**src/rtl/qst_pkg.sv**
```systemverilog
// ----------------------------------------------------------------------------
// qst_pkg
// Shared types, constants and helpers of the quadrature setpoint thermostat.
// ----------------------------------------------------------------------------
package qst_pkg;

  localparam int unsigned InTdataW  = 16;
  localparam int unsigned OutTdataW = 32;

  localparam logic [7:0] ResetHigh = 8'd80;
  localparam logic [7:0] ResetLow  = 8'd60;
  localparam logic [7:0] FahrOffs  = 8'd32;
  localparam logic [7:0] MaxLimit  = 8'd255;
  localparam logic [7:0] MinLimit  = 8'd0;

  // 9/10 as a fixed-point reciprocal, exact for every 8-bit reading
  localparam int unsigned NineTenthsMul   = 29493;
  localparam int unsigned NineTenthsShift = 15;

  localparam logic [1:0] PhaseA0B0 = 2'd0;
  localparam logic [1:0] PhaseA0B1 = 2'd1;
  localparam logic [1:0] PhaseA1B1 = 2'd2;
  localparam logic [1:0] PhaseA1B0 = 2'd3;

  typedef struct packed {
    logic       enc_a;
    logic       enc_b;
    logic       red_pressed;
    logic       blue_pressed;
    logic [7:0] sensor_whole;
    logic       sensor_half;
  } sample_t;

  typedef struct packed {
    logic [7:0] high_setpoint;
    logic [7:0] low_setpoint;
    logic       setpoint_changed;
  } setpoint_t;

  function automatic logic [1:0] phase_of(input logic a, input logic b);
    logic [1:0] p;
    unique case ({a, b})
      2'b00:   p = PhaseA0B0;
      2'b01:   p = PhaseA0B1;
      2'b11:   p = PhaseA1B1;
      default: p = PhaseA1B0;
    endcase
    return p;
  endfunction

  function automatic logic [7:0] to_fahrenheit(input logic [7:0] whole, input logic half);
    logic [7:0]  t;
    logic [22:0] prod;
    logic [7:0]  q;
    t    = {whole[6:0], half};
    prod = 23'(t) * 23'(NineTenthsMul);
    q    = prod[NineTenthsShift +: 8];
    return q + FahrOffs;
  endfunction

endpackage

```
**src/rtl/qst_setpoint.sv**
```systemverilog
// ----------------------------------------------------------------------------
// qst_setpoint
// Button selection, quadrature step decode and bounded setpoint registers.
// ----------------------------------------------------------------------------
module qst_setpoint (
  input  logic                clk_i,
  input  logic                rst_ni,
  input  logic                step_i,
  input  qst_pkg::sample_t    sample_i,
  output qst_pkg::setpoint_t  result_o,
  output logic [7:0]          high_o,
  output logic [7:0]          low_o
);

  logic [1:0] phase_q, phase_d;
  logic       adj_high_q, adj_high_d;
  logic [7:0] high_q, high_d;
  logic [7:0] low_q, low_d;
  logic       fwd, bwd;

  always_comb begin
    phase_d = qst_pkg::phase_of(sample_i.enc_a, sample_i.enc_b);
    fwd     = (phase_d == phase_q + 2'd1);
    bwd     = (phase_q == phase_d + 2'd1);

    priority if (sample_i.red_pressed) begin
      adj_high_d = 1'b1;
    end else if (sample_i.blue_pressed) begin
      adj_high_d = 1'b0;
    end else begin
      adj_high_d = adj_high_q;
    end

    high_d = high_q;
    low_d  = low_q;
    if (adj_high_d) begin
      if (fwd && high_q != qst_pkg::MaxLimit) begin
        high_d = high_q + 8'd1;
      end else if (bwd && high_q > low_q + 8'd1) begin
        high_d = high_q - 8'd1;
      end
    end else begin
      if (fwd && low_q + 8'd1 < high_q) begin
        low_d = low_q + 8'd1;
      end else if (bwd && low_q != qst_pkg::MinLimit) begin
        low_d = low_q - 8'd1;
      end
    end

    result_o.high_setpoint    = high_d;
    result_o.low_setpoint     = low_d;
    result_o.setpoint_changed = (high_d != high_q) || (low_d != low_q);
  end

  always_ff @(posedge clk_i or negedge rst_ni) begin
    if (!rst_ni) begin
      phase_q    <= qst_pkg::PhaseA0B0;
      adj_high_q <= 1'b0;
      high_q     <= qst_pkg::ResetHigh;
      low_q      <= qst_pkg::ResetLow;
    end else if (step_i) begin
      phase_q    <= phase_d;
      adj_high_q <= adj_high_d;
      high_q     <= high_d;
      low_q      <= low_d;
    end
  end

  assign high_o = high_q;
  assign low_o  = low_q;

endmodule

```
**src/rtl/quadrature_setpoint_thermostat.sv**
```systemverilog
// ----------------------------------------------------------------------------
// quadrature_setpoint_thermostat
// Encoder-driven thermostat setpoints with Fahrenheit reading and demands.
// ----------------------------------------------------------------------------
// One result per sample request, one request per clock sustained while the
// output is not stalled: a sample is registered, the setpoint update and
// Fahrenheit scaling run combinationally between that input register and the
// result register, and the setpoint state advances as the sample moves into
// the result register. Both stages hold under stall.
module quadrature_setpoint_thermostat (
  input  logic                           clk_i,
  input  logic                           rst_ni,
  input  logic                           s_axis_tvalid,
  output logic                           s_axis_tready,
  // enc_a[0] enc_b[1] red_pressed[2] blue_pressed[3] sensor_whole[11:4]
  // sensor_half[12], zero [15:13]
  input  logic [qst_pkg::InTdataW-1:0]   s_axis_tdata,
  output logic                           m_axis_tvalid,
  input  logic                           m_axis_tready,
  // fahrenheit[7:0] high_setpoint[15:8] low_setpoint[23:16] cool_on[24]
  // heat_on[25] setpoint_changed[26], zero [31:27]
  output logic [qst_pkg::OutTdataW-1:0]  m_axis_tdata
);

  logic               in_vld_q;
  qst_pkg::sample_t   in_q;
  logic               out_vld_q;
  logic [31:0]        out_q, out_d;
  logic               advance;
  qst_pkg::setpoint_t sp;
  logic [7:0]         fahr;
  logic [7:0]         high_cur, low_cur;

  assign advance       = !out_vld_q || m_axis_tready;
  assign s_axis_tready = !in_vld_q || advance;

  qst_setpoint u_setpoint (
    .clk_i    (clk_i),
    .rst_ni   (rst_ni),
    .step_i   (in_vld_q && advance),
    .sample_i (in_q),
    .result_o (sp),
    .high_o   (high_cur),
    .low_o    (low_cur)
  );

  always_comb begin
    fahr  = qst_pkg::to_fahrenheit(in_q.sensor_whole, in_q.sensor_half);
    out_d = {5'd0, sp.setpoint_changed, (sp.low_setpoint > fahr),
             (sp.high_setpoint < fahr), sp.low_setpoint, sp.high_setpoint, fahr};
  end

  always_ff @(posedge clk_i or negedge rst_ni) begin
    if (!rst_ni) begin
      in_vld_q  <= 1'b0;
      out_vld_q <= 1'b0;
    end else begin
      if (s_axis_tready) begin
        in_vld_q <= s_axis_tvalid;
      end
      if (advance) begin
        out_vld_q <= in_vld_q;
      end
    end
  end

  always_ff @(posedge clk_i) begin
    if (s_axis_tvalid && s_axis_tready) begin
      in_q.enc_a        <= s_axis_tdata[0];
      in_q.enc_b        <= s_axis_tdata[1];
      in_q.red_pressed  <= s_axis_tdata[2];
      in_q.blue_pressed <= s_axis_tdata[3];
      in_q.sensor_whole <= s_axis_tdata[11:4];
      in_q.sensor_half  <= s_axis_tdata[12];
    end
    if (in_vld_q && advance) begin
      out_q <= out_d;
    end
  end

  assign m_axis_tvalid = out_vld_q;
  assign m_axis_tdata  = out_q;

  // setpoint ordering holds in every cycle
  a_order: assert property (@(posedge clk_i) disable iff (!rst_ni)
    high_cur > low_cur)
    else $error("high setpoint not above low setpoint");

  // cooling and heating never requested together
  a_excl: assert property (@(posedge clk_i) disable iff (!rst_ni)
    m_axis_tvalid |-> !(m_axis_tdata[24] && m_axis_tdata[25]))
    else $error("cool and heat both on");

  // a result shown carries the current setpoints
  a_state: assert property (@(posedge clk_i) disable iff (!rst_ni)
    m_axis_tvalid |-> (m_axis_tdata[15:8] == high_cur && m_axis_tdata[23:16] == low_cur))
    else $error("result setpoints differ from state");

  // stage with no pending result can always take a request
  a_ready: assert property (@(posedge clk_i) disable iff (!rst_ni)
    !m_axis_tvalid |-> s_axis_tready)
    else $error("input stalled with empty output");

endmodule
```
**config.mk**
```make
export PLATFORM = sky130hd
export DESIGN_NAME = quadrature_setpoint_thermostat
export DESIGN_NICKNAME = d
export VERILOG_FILES = /design/src/rtl/qst_pkg.sv /design/src/rtl/qst_setpoint.sv /design/src/rtl/quadrature_setpoint_thermostat.sv
export SDC_FILE = /design/constraint.sdc
export NUM_CORES = 1
export LEC_CHECK = 0
export ABC_AREA = 1
export BUFFER_PORTS_ARGS = -buffer_cell sky130_fd_sc_hd__buf_4
export CELL_PAD_IN_SITES_DETAIL_PLACEMENT = 0
export CELL_PAD_IN_SITES_GLOBAL_PLACEMENT = 1
export CORE_MARGIN = 2
export CORE_UTILIZATION = 50
export DETAILED_ROUTE_END_ITERATION = 10
export PLACE_DENSITY_LB_ADDON = 0.08
export SYNTH_ARGS = -nofsm -noshare
export SYNTH_HDL_FRONTEND = slang
export SYNTH_HIERARCHICAL = 1
export SYNTH_SLANG_ARGS = --single-unit
```
**constraint.sdc**
```tcl
create_clock -name clk_i -period 13.65 [get_ports clk_i]
set_clock_uncertainty 0.05 [all_clocks]
set_input_delay 2.73 -clock clk_i [delete_from_list [all_inputs] [get_ports clk_i]]
set_output_delay 2.73 -clock clk_i [all_outputs]
set_load 0.02 [all_outputs]
```
After elaboration in Yosys (flattened, before gate mapping). Index checks and enable logic that the tools add are counted.

Flip-flop bits (word level): 60. Bits of input ports: 20.

Mux-type cells: 9. $add $sub $neg: 7. Eq/ne operators: 7. Reduce and logical (&&, ||, !) cells: 13. Multiply operators: 1. Magnitude comparators: 4.

Operators with widths (count): 2-to-1 mux 8 bit (6); multiplier 8 x 15 -> 23 bit, second input constant (1); adder 8 x 1 -> 8 bit, second input constant (2); > comparator 8 bit (2); < comparator 8 bit (2); != test 8 bit (2); subtractor 8 x 1 -> 8 bit, second input constant (2); adder 8 x 6 -> 8 bit, second input constant (1); != test 8 bit, second input constant (1); nonzero test 8 bit (1); logical AND 1 bit (6); one-hot mux 2 bit (3 select lines) (1); adder 2 x 1 -> 2 bit, second input constant (2); equality test 2 bit (2); logical OR 1 bit (3); equality test 2 x 1 -> 1 bit, second input constant (1); equality test 2 bit, second input constant (1); zero test 1 bit (2); zero test 2 bit (1); 2-to-1 mux 1 bit (2).

Logic depth before layout (Yosys ltp).
Depth after elaboration: 10. Depth in mapped cells: 31. Mapped depth without buffers: 31.

Hierarchy. Netlist, hierarchy kept.

Modules (own cells, without submodules): quadrature_setpoint_thermostat (cells each 377, area each 3758.6 um^2, instances 1); qst_setpoint (cells each 330, area each 2042.0 um^2, instances 1).

Worst setup path after synthesis. Ideal clock, no wire load.

Path type: input to output. Start point: input m_axis_tready. End point: output s_axis_tready. Required time: 10.870 ns. Slack: 7.867 ns. Data arrival time: 3.003 ns. Cell stages on the path: 2. Buffers on the path: 0. Path through: inv_1 -> nand3_1.

Cells in the longest elaborated chain, start to end: 2.

Ends and longest elaborated chain: from (decl) (line quadrature_setpoint_thermostat.sv:19) `input logic m_axis_tready,`; logical OR 1 bit (line quadrature_setpoint_thermostat.sv:34) `assign advance = !out_vld_q || m_axis_tready;`; logical OR 1 bit (line quadrature_setpoint_thermostat.sv:35) `assign s_axis_tready = !in_vld_q || advance;`; to (decl) (line quadrature_setpoint_thermostat.sv:14) `output logic s_axis_tready,`.

No other way between the ends.

Final worst setup path.
Start point: register in_q[6] in the netlist's numbering. End point: register out_q[24] (netlist: m_axis_tdata[24]), data pin.

Cells in the longest elaborated chain, start to end: 3.

Ends and longest elaborated chain: from (decl) (line quadrature_setpoint_thermostat.sv:26) `qst_pkg::sample_t in_q;`; multiplier 8 x 15 -> 23 bit (line qst_pkg.sv:56) `prod = 23'(t) * 23'(NineTenthsMul);`; adder 8 x 6 -> 8 bit (line qst_pkg.sv:58) `return q + FahrOffs;`; net fahr[7] (line quadrature_setpoint_thermostat.sv:31) `logic [7:0] fahr;`; < comparator 8 bit (line quadrature_setpoint_thermostat.sv:50) `(sp.high_setpoint < fahr), sp.low_setpoint, sp.high_setpoint, fahr};`; net out_d[24] (line quadrature_setpoint_thermostat.sv:28) `logic [31:0] out_q, out_d;`; to (signal assigned) (line quadrature_setpoint_thermostat.sv:77) `out_q <= out_d;`; to (decl) (line quadrature_setpoint_thermostat.sv:28).

The timed path passes the listed nets, and every way through them passes these cells. A chain may end at the register's enable or synchronous reset.

==> results.yml <==
outcome:
  status: "finished clean"
power_and_ir_drop:
  p_int_w: 0.000875
  comb_power_share: 0.629
  switching_power_w: 0.000806
  netSwitchingFraction: 0.480
  seqPwrFrac: 0.204
  clkPwrFrac: 0.167
  irDropWorstVdd_mv: 0.161
  cellPowerDensity_nw_per_um2: 256
  p_leak_nw: 3.47
timing:
  setup_ws_ns: 7.40
  drv_slew: 0
  setup-violations-final: 0
  whs_ns: 0.437
  fmax_ghz: 0.160
  rsz0062_at_grt: "no"
  period_share: 0.458
  finalHoldViolations: 0
  max_slew_margin: 0.476
  setup_tns_ns: 0
  worstMarginPinSlew_ns: 0.784
  post-route-min-period_ns: 6.25
worst_setup_path:
  crit_type: "flop to flop"
  slowest_stage: "edfxtp_1"
  end_kind: "flop"
  cp.required_ns: 13.67
  worstPathArrival_ns: 6.27
  crit_path_frequent_cell: "inv_1"
  critPathBufInv: 6
  cp_top_family: "adder cells"
  crit_fanout: 7
  rr_startpoint: "in_q[6]"
  startpoint_type: "flop"
  max_stage_delay_ns: 0.57
  cp-startpoint: "in_q[6]"
synthesis:
  netlist_area_um2: 5770
  avgSynthCellArea_um2: 8.17
  ys_warn_count: 6
  synthCells: 706
cells_and_area:
  ff_latch_area_um2: 1700
  n_antenna_cell: 0
  nFillCells: 1058
  syn_to_final_growth_pct: 14.0
  nets: 879
  drive_above_1_share: 0.138
  multi_input_area_um2: 3530
floorplan:
  std_cell_rows: 39
  die_y_um: 111
  die_width_um: 111
  core_region_area_um2: 11300
  die_area_um2: 12400
  initial_core_util: 0.510
  io_pins: 54
clocking:
  clk_pin_slew_ns: 0.06
  clk_latency_ns: 0.34
  ctsResizeCount: 0
  cts_buffers: 9
  clock-root-buffer: "clkbuf_16"
  tritoncts: "yes"
  hold_buffers: 0
  cts_htree_levels: 3
  post_cts_buffers: 0
  cts.sink_count: 60
  cts_buffer_depth: 2
global_routing:
  globalRouteMet1Util: 0.336
  grt_util_met2: 0.339
  grt_util_met3: 0.0435
  antenna_found_initial: 0
  grtUsageTotal: 0.227
  grt_overflow: 0
  busiest_layer: "met2"
  grt_max_degree: 48
  grt_pass1_vias: 4527
  grt_pass1_wl_um: 22300
placed_design:
  preCtsSetupSlack_ns: 7.47
  gp_congestion: 0.946
  portBuffers: 44
  dp_hpwl_um: 10400
detailed_routing:
  routed_wl_um: 13100
  vias: 4628
  drt_first_iter_violations: 337
  drc_errors: 0
  first_pass_iters: 4
  wl_per_cell_um: 14.6
  routed_via_density: 5.16
  drtAntennaViolNets: 0
hold_path:
  min-delay-start: "u_setpoint/high_o[6]"
  min_path_type: "flop to flop"
flow_run:
  drv_cap: 0
[final cells by class]
cell class                      count  area share
Sequential cell                    60       0.259
Inverter                          125      0.0717
Clock buffer                       11      0.0354
Multi-Input combinational cell    508       0.536
Timing Repair Buffer               45      0.0514
Tap cell                          143      0.0272
Clock inverter                      5      0.0190
[metrics by stage]
step | total power (W) | cell area [um2] | util | cells
after floorplan | 0.00112 | 5790 | - | 710
after global placement | 0.00137 | 6220 | 0.549 | 881
after detailed placement | 0.00140 | 6220 | 0.549 | 881
after CTS | 0.00169 | 6580 | 0.581 | 897
after global routing | 0.00186 | 6580 | 0.581 | 897
final | 0.00168 | 6580 | 0.581 | 897
[worst paths after layout]
path / endpoint / slack, ns / cells after the start
hold reg to reg: u_setpoint/high_o[6] / 0.44 / 2
max in group asynchronous: u_setpoint/high_o[4] / 11.02 / 1
setup reg to reg: m_axis_tdata[24] / 7.40 / 26
hold / removal: u_setpoint/high_o[6] / 0.44 / 2
setup / recovery: m_axis_tdata[24] / 7.40 / 26
min in group asynchronous: u_setpoint/phase_q[0] / 2.24 / 1
[worst register-to-register path, stage by stage, from the launching register on]
cell      delay, ns
edfxtp_1       0.57
inv_1          0.10
ha_1           0.29
inv_1          0.06
fa_1           0.54
fa_1           0.52
inv_1          0.05
fa_1           0.53
inv_1          0.04
ha_1           0.36
nand2_1        0.11
nor4_1         0.51
nand4_1        0.25
nand3_1        0.20
xor2_1         0.16
ha_1           0.17
xor2_1         0.17
xor2_1         0.25
nand2_1        0.10
nand2_2        0.10
inv_1          0.06
ha_1           0.26
inv_1          0.04
a21oi_1        0.12
nand2_1        0.09
o221ai_1       0.16
a21oi_1        0.09
[placed cells by master (no fill, tap or decap), types with 2 or more instances in the layout]
master and instances:
a21boi_0 2, a21o_1 5, a21oi_1 22, a21oi_2 2, and2_1 8, buf_4 45, bufinv_16 4, clkbuf_1 2
clkbuf_16 9, conb_1 5, dfrtp_1 15, dfstp_2 6, edfxtp_1 39, fa_1 24, ha_1 86, inv_1 114
inv_2 10, nand2_1 181, nand2_2 10, nand3_1 44, nand3_2 4, nand3b_1 2, nand4_1 8, nor2_1 35
nor2_2 4, nor3_1 5, o21ai_0 16, o21ai_1 3, o21ai_2 3, o21bai_1 2, xnor2_1 6, xor2_1 16
[flip-flops by register name (all words and copies together), names as in the netlist]
signal / count
m_axis_tvalid: 1
m_axis_tdata: 27
in_vld_q: 1
in_q: 12
u_setpoint/adj_high_q: 1
u_setpoint/high_o: 8
u_setpoint/phase_q: 2
u_setpoint/low_o: 8
[power by group through the flow]
stage / Clock (W) / Combinational [W] / Sequential [W]
after floorplan: 0 / 0.000759 / 0.000363
after global placement: 0 / 0.00102 / 0.000345
after detailed placement: 0 / 0.00105 / 0.000346
after CTS: 0.000284 / 0.00106 / 0.000344
after global routing: 0.000293 / 0.00122 / 0.000354
final: 0.000280 / 0.00106 / 0.000343
[routing by layer]
layer / wire length, um / part of all wire
met1: 6580 / 0.50
met2: 5660 / 0.43
met3: 652 / 0.050
met4: 233 / 0.018
met5: 0 / 0
Note: power is estimated with default switching activity, not from simulation.
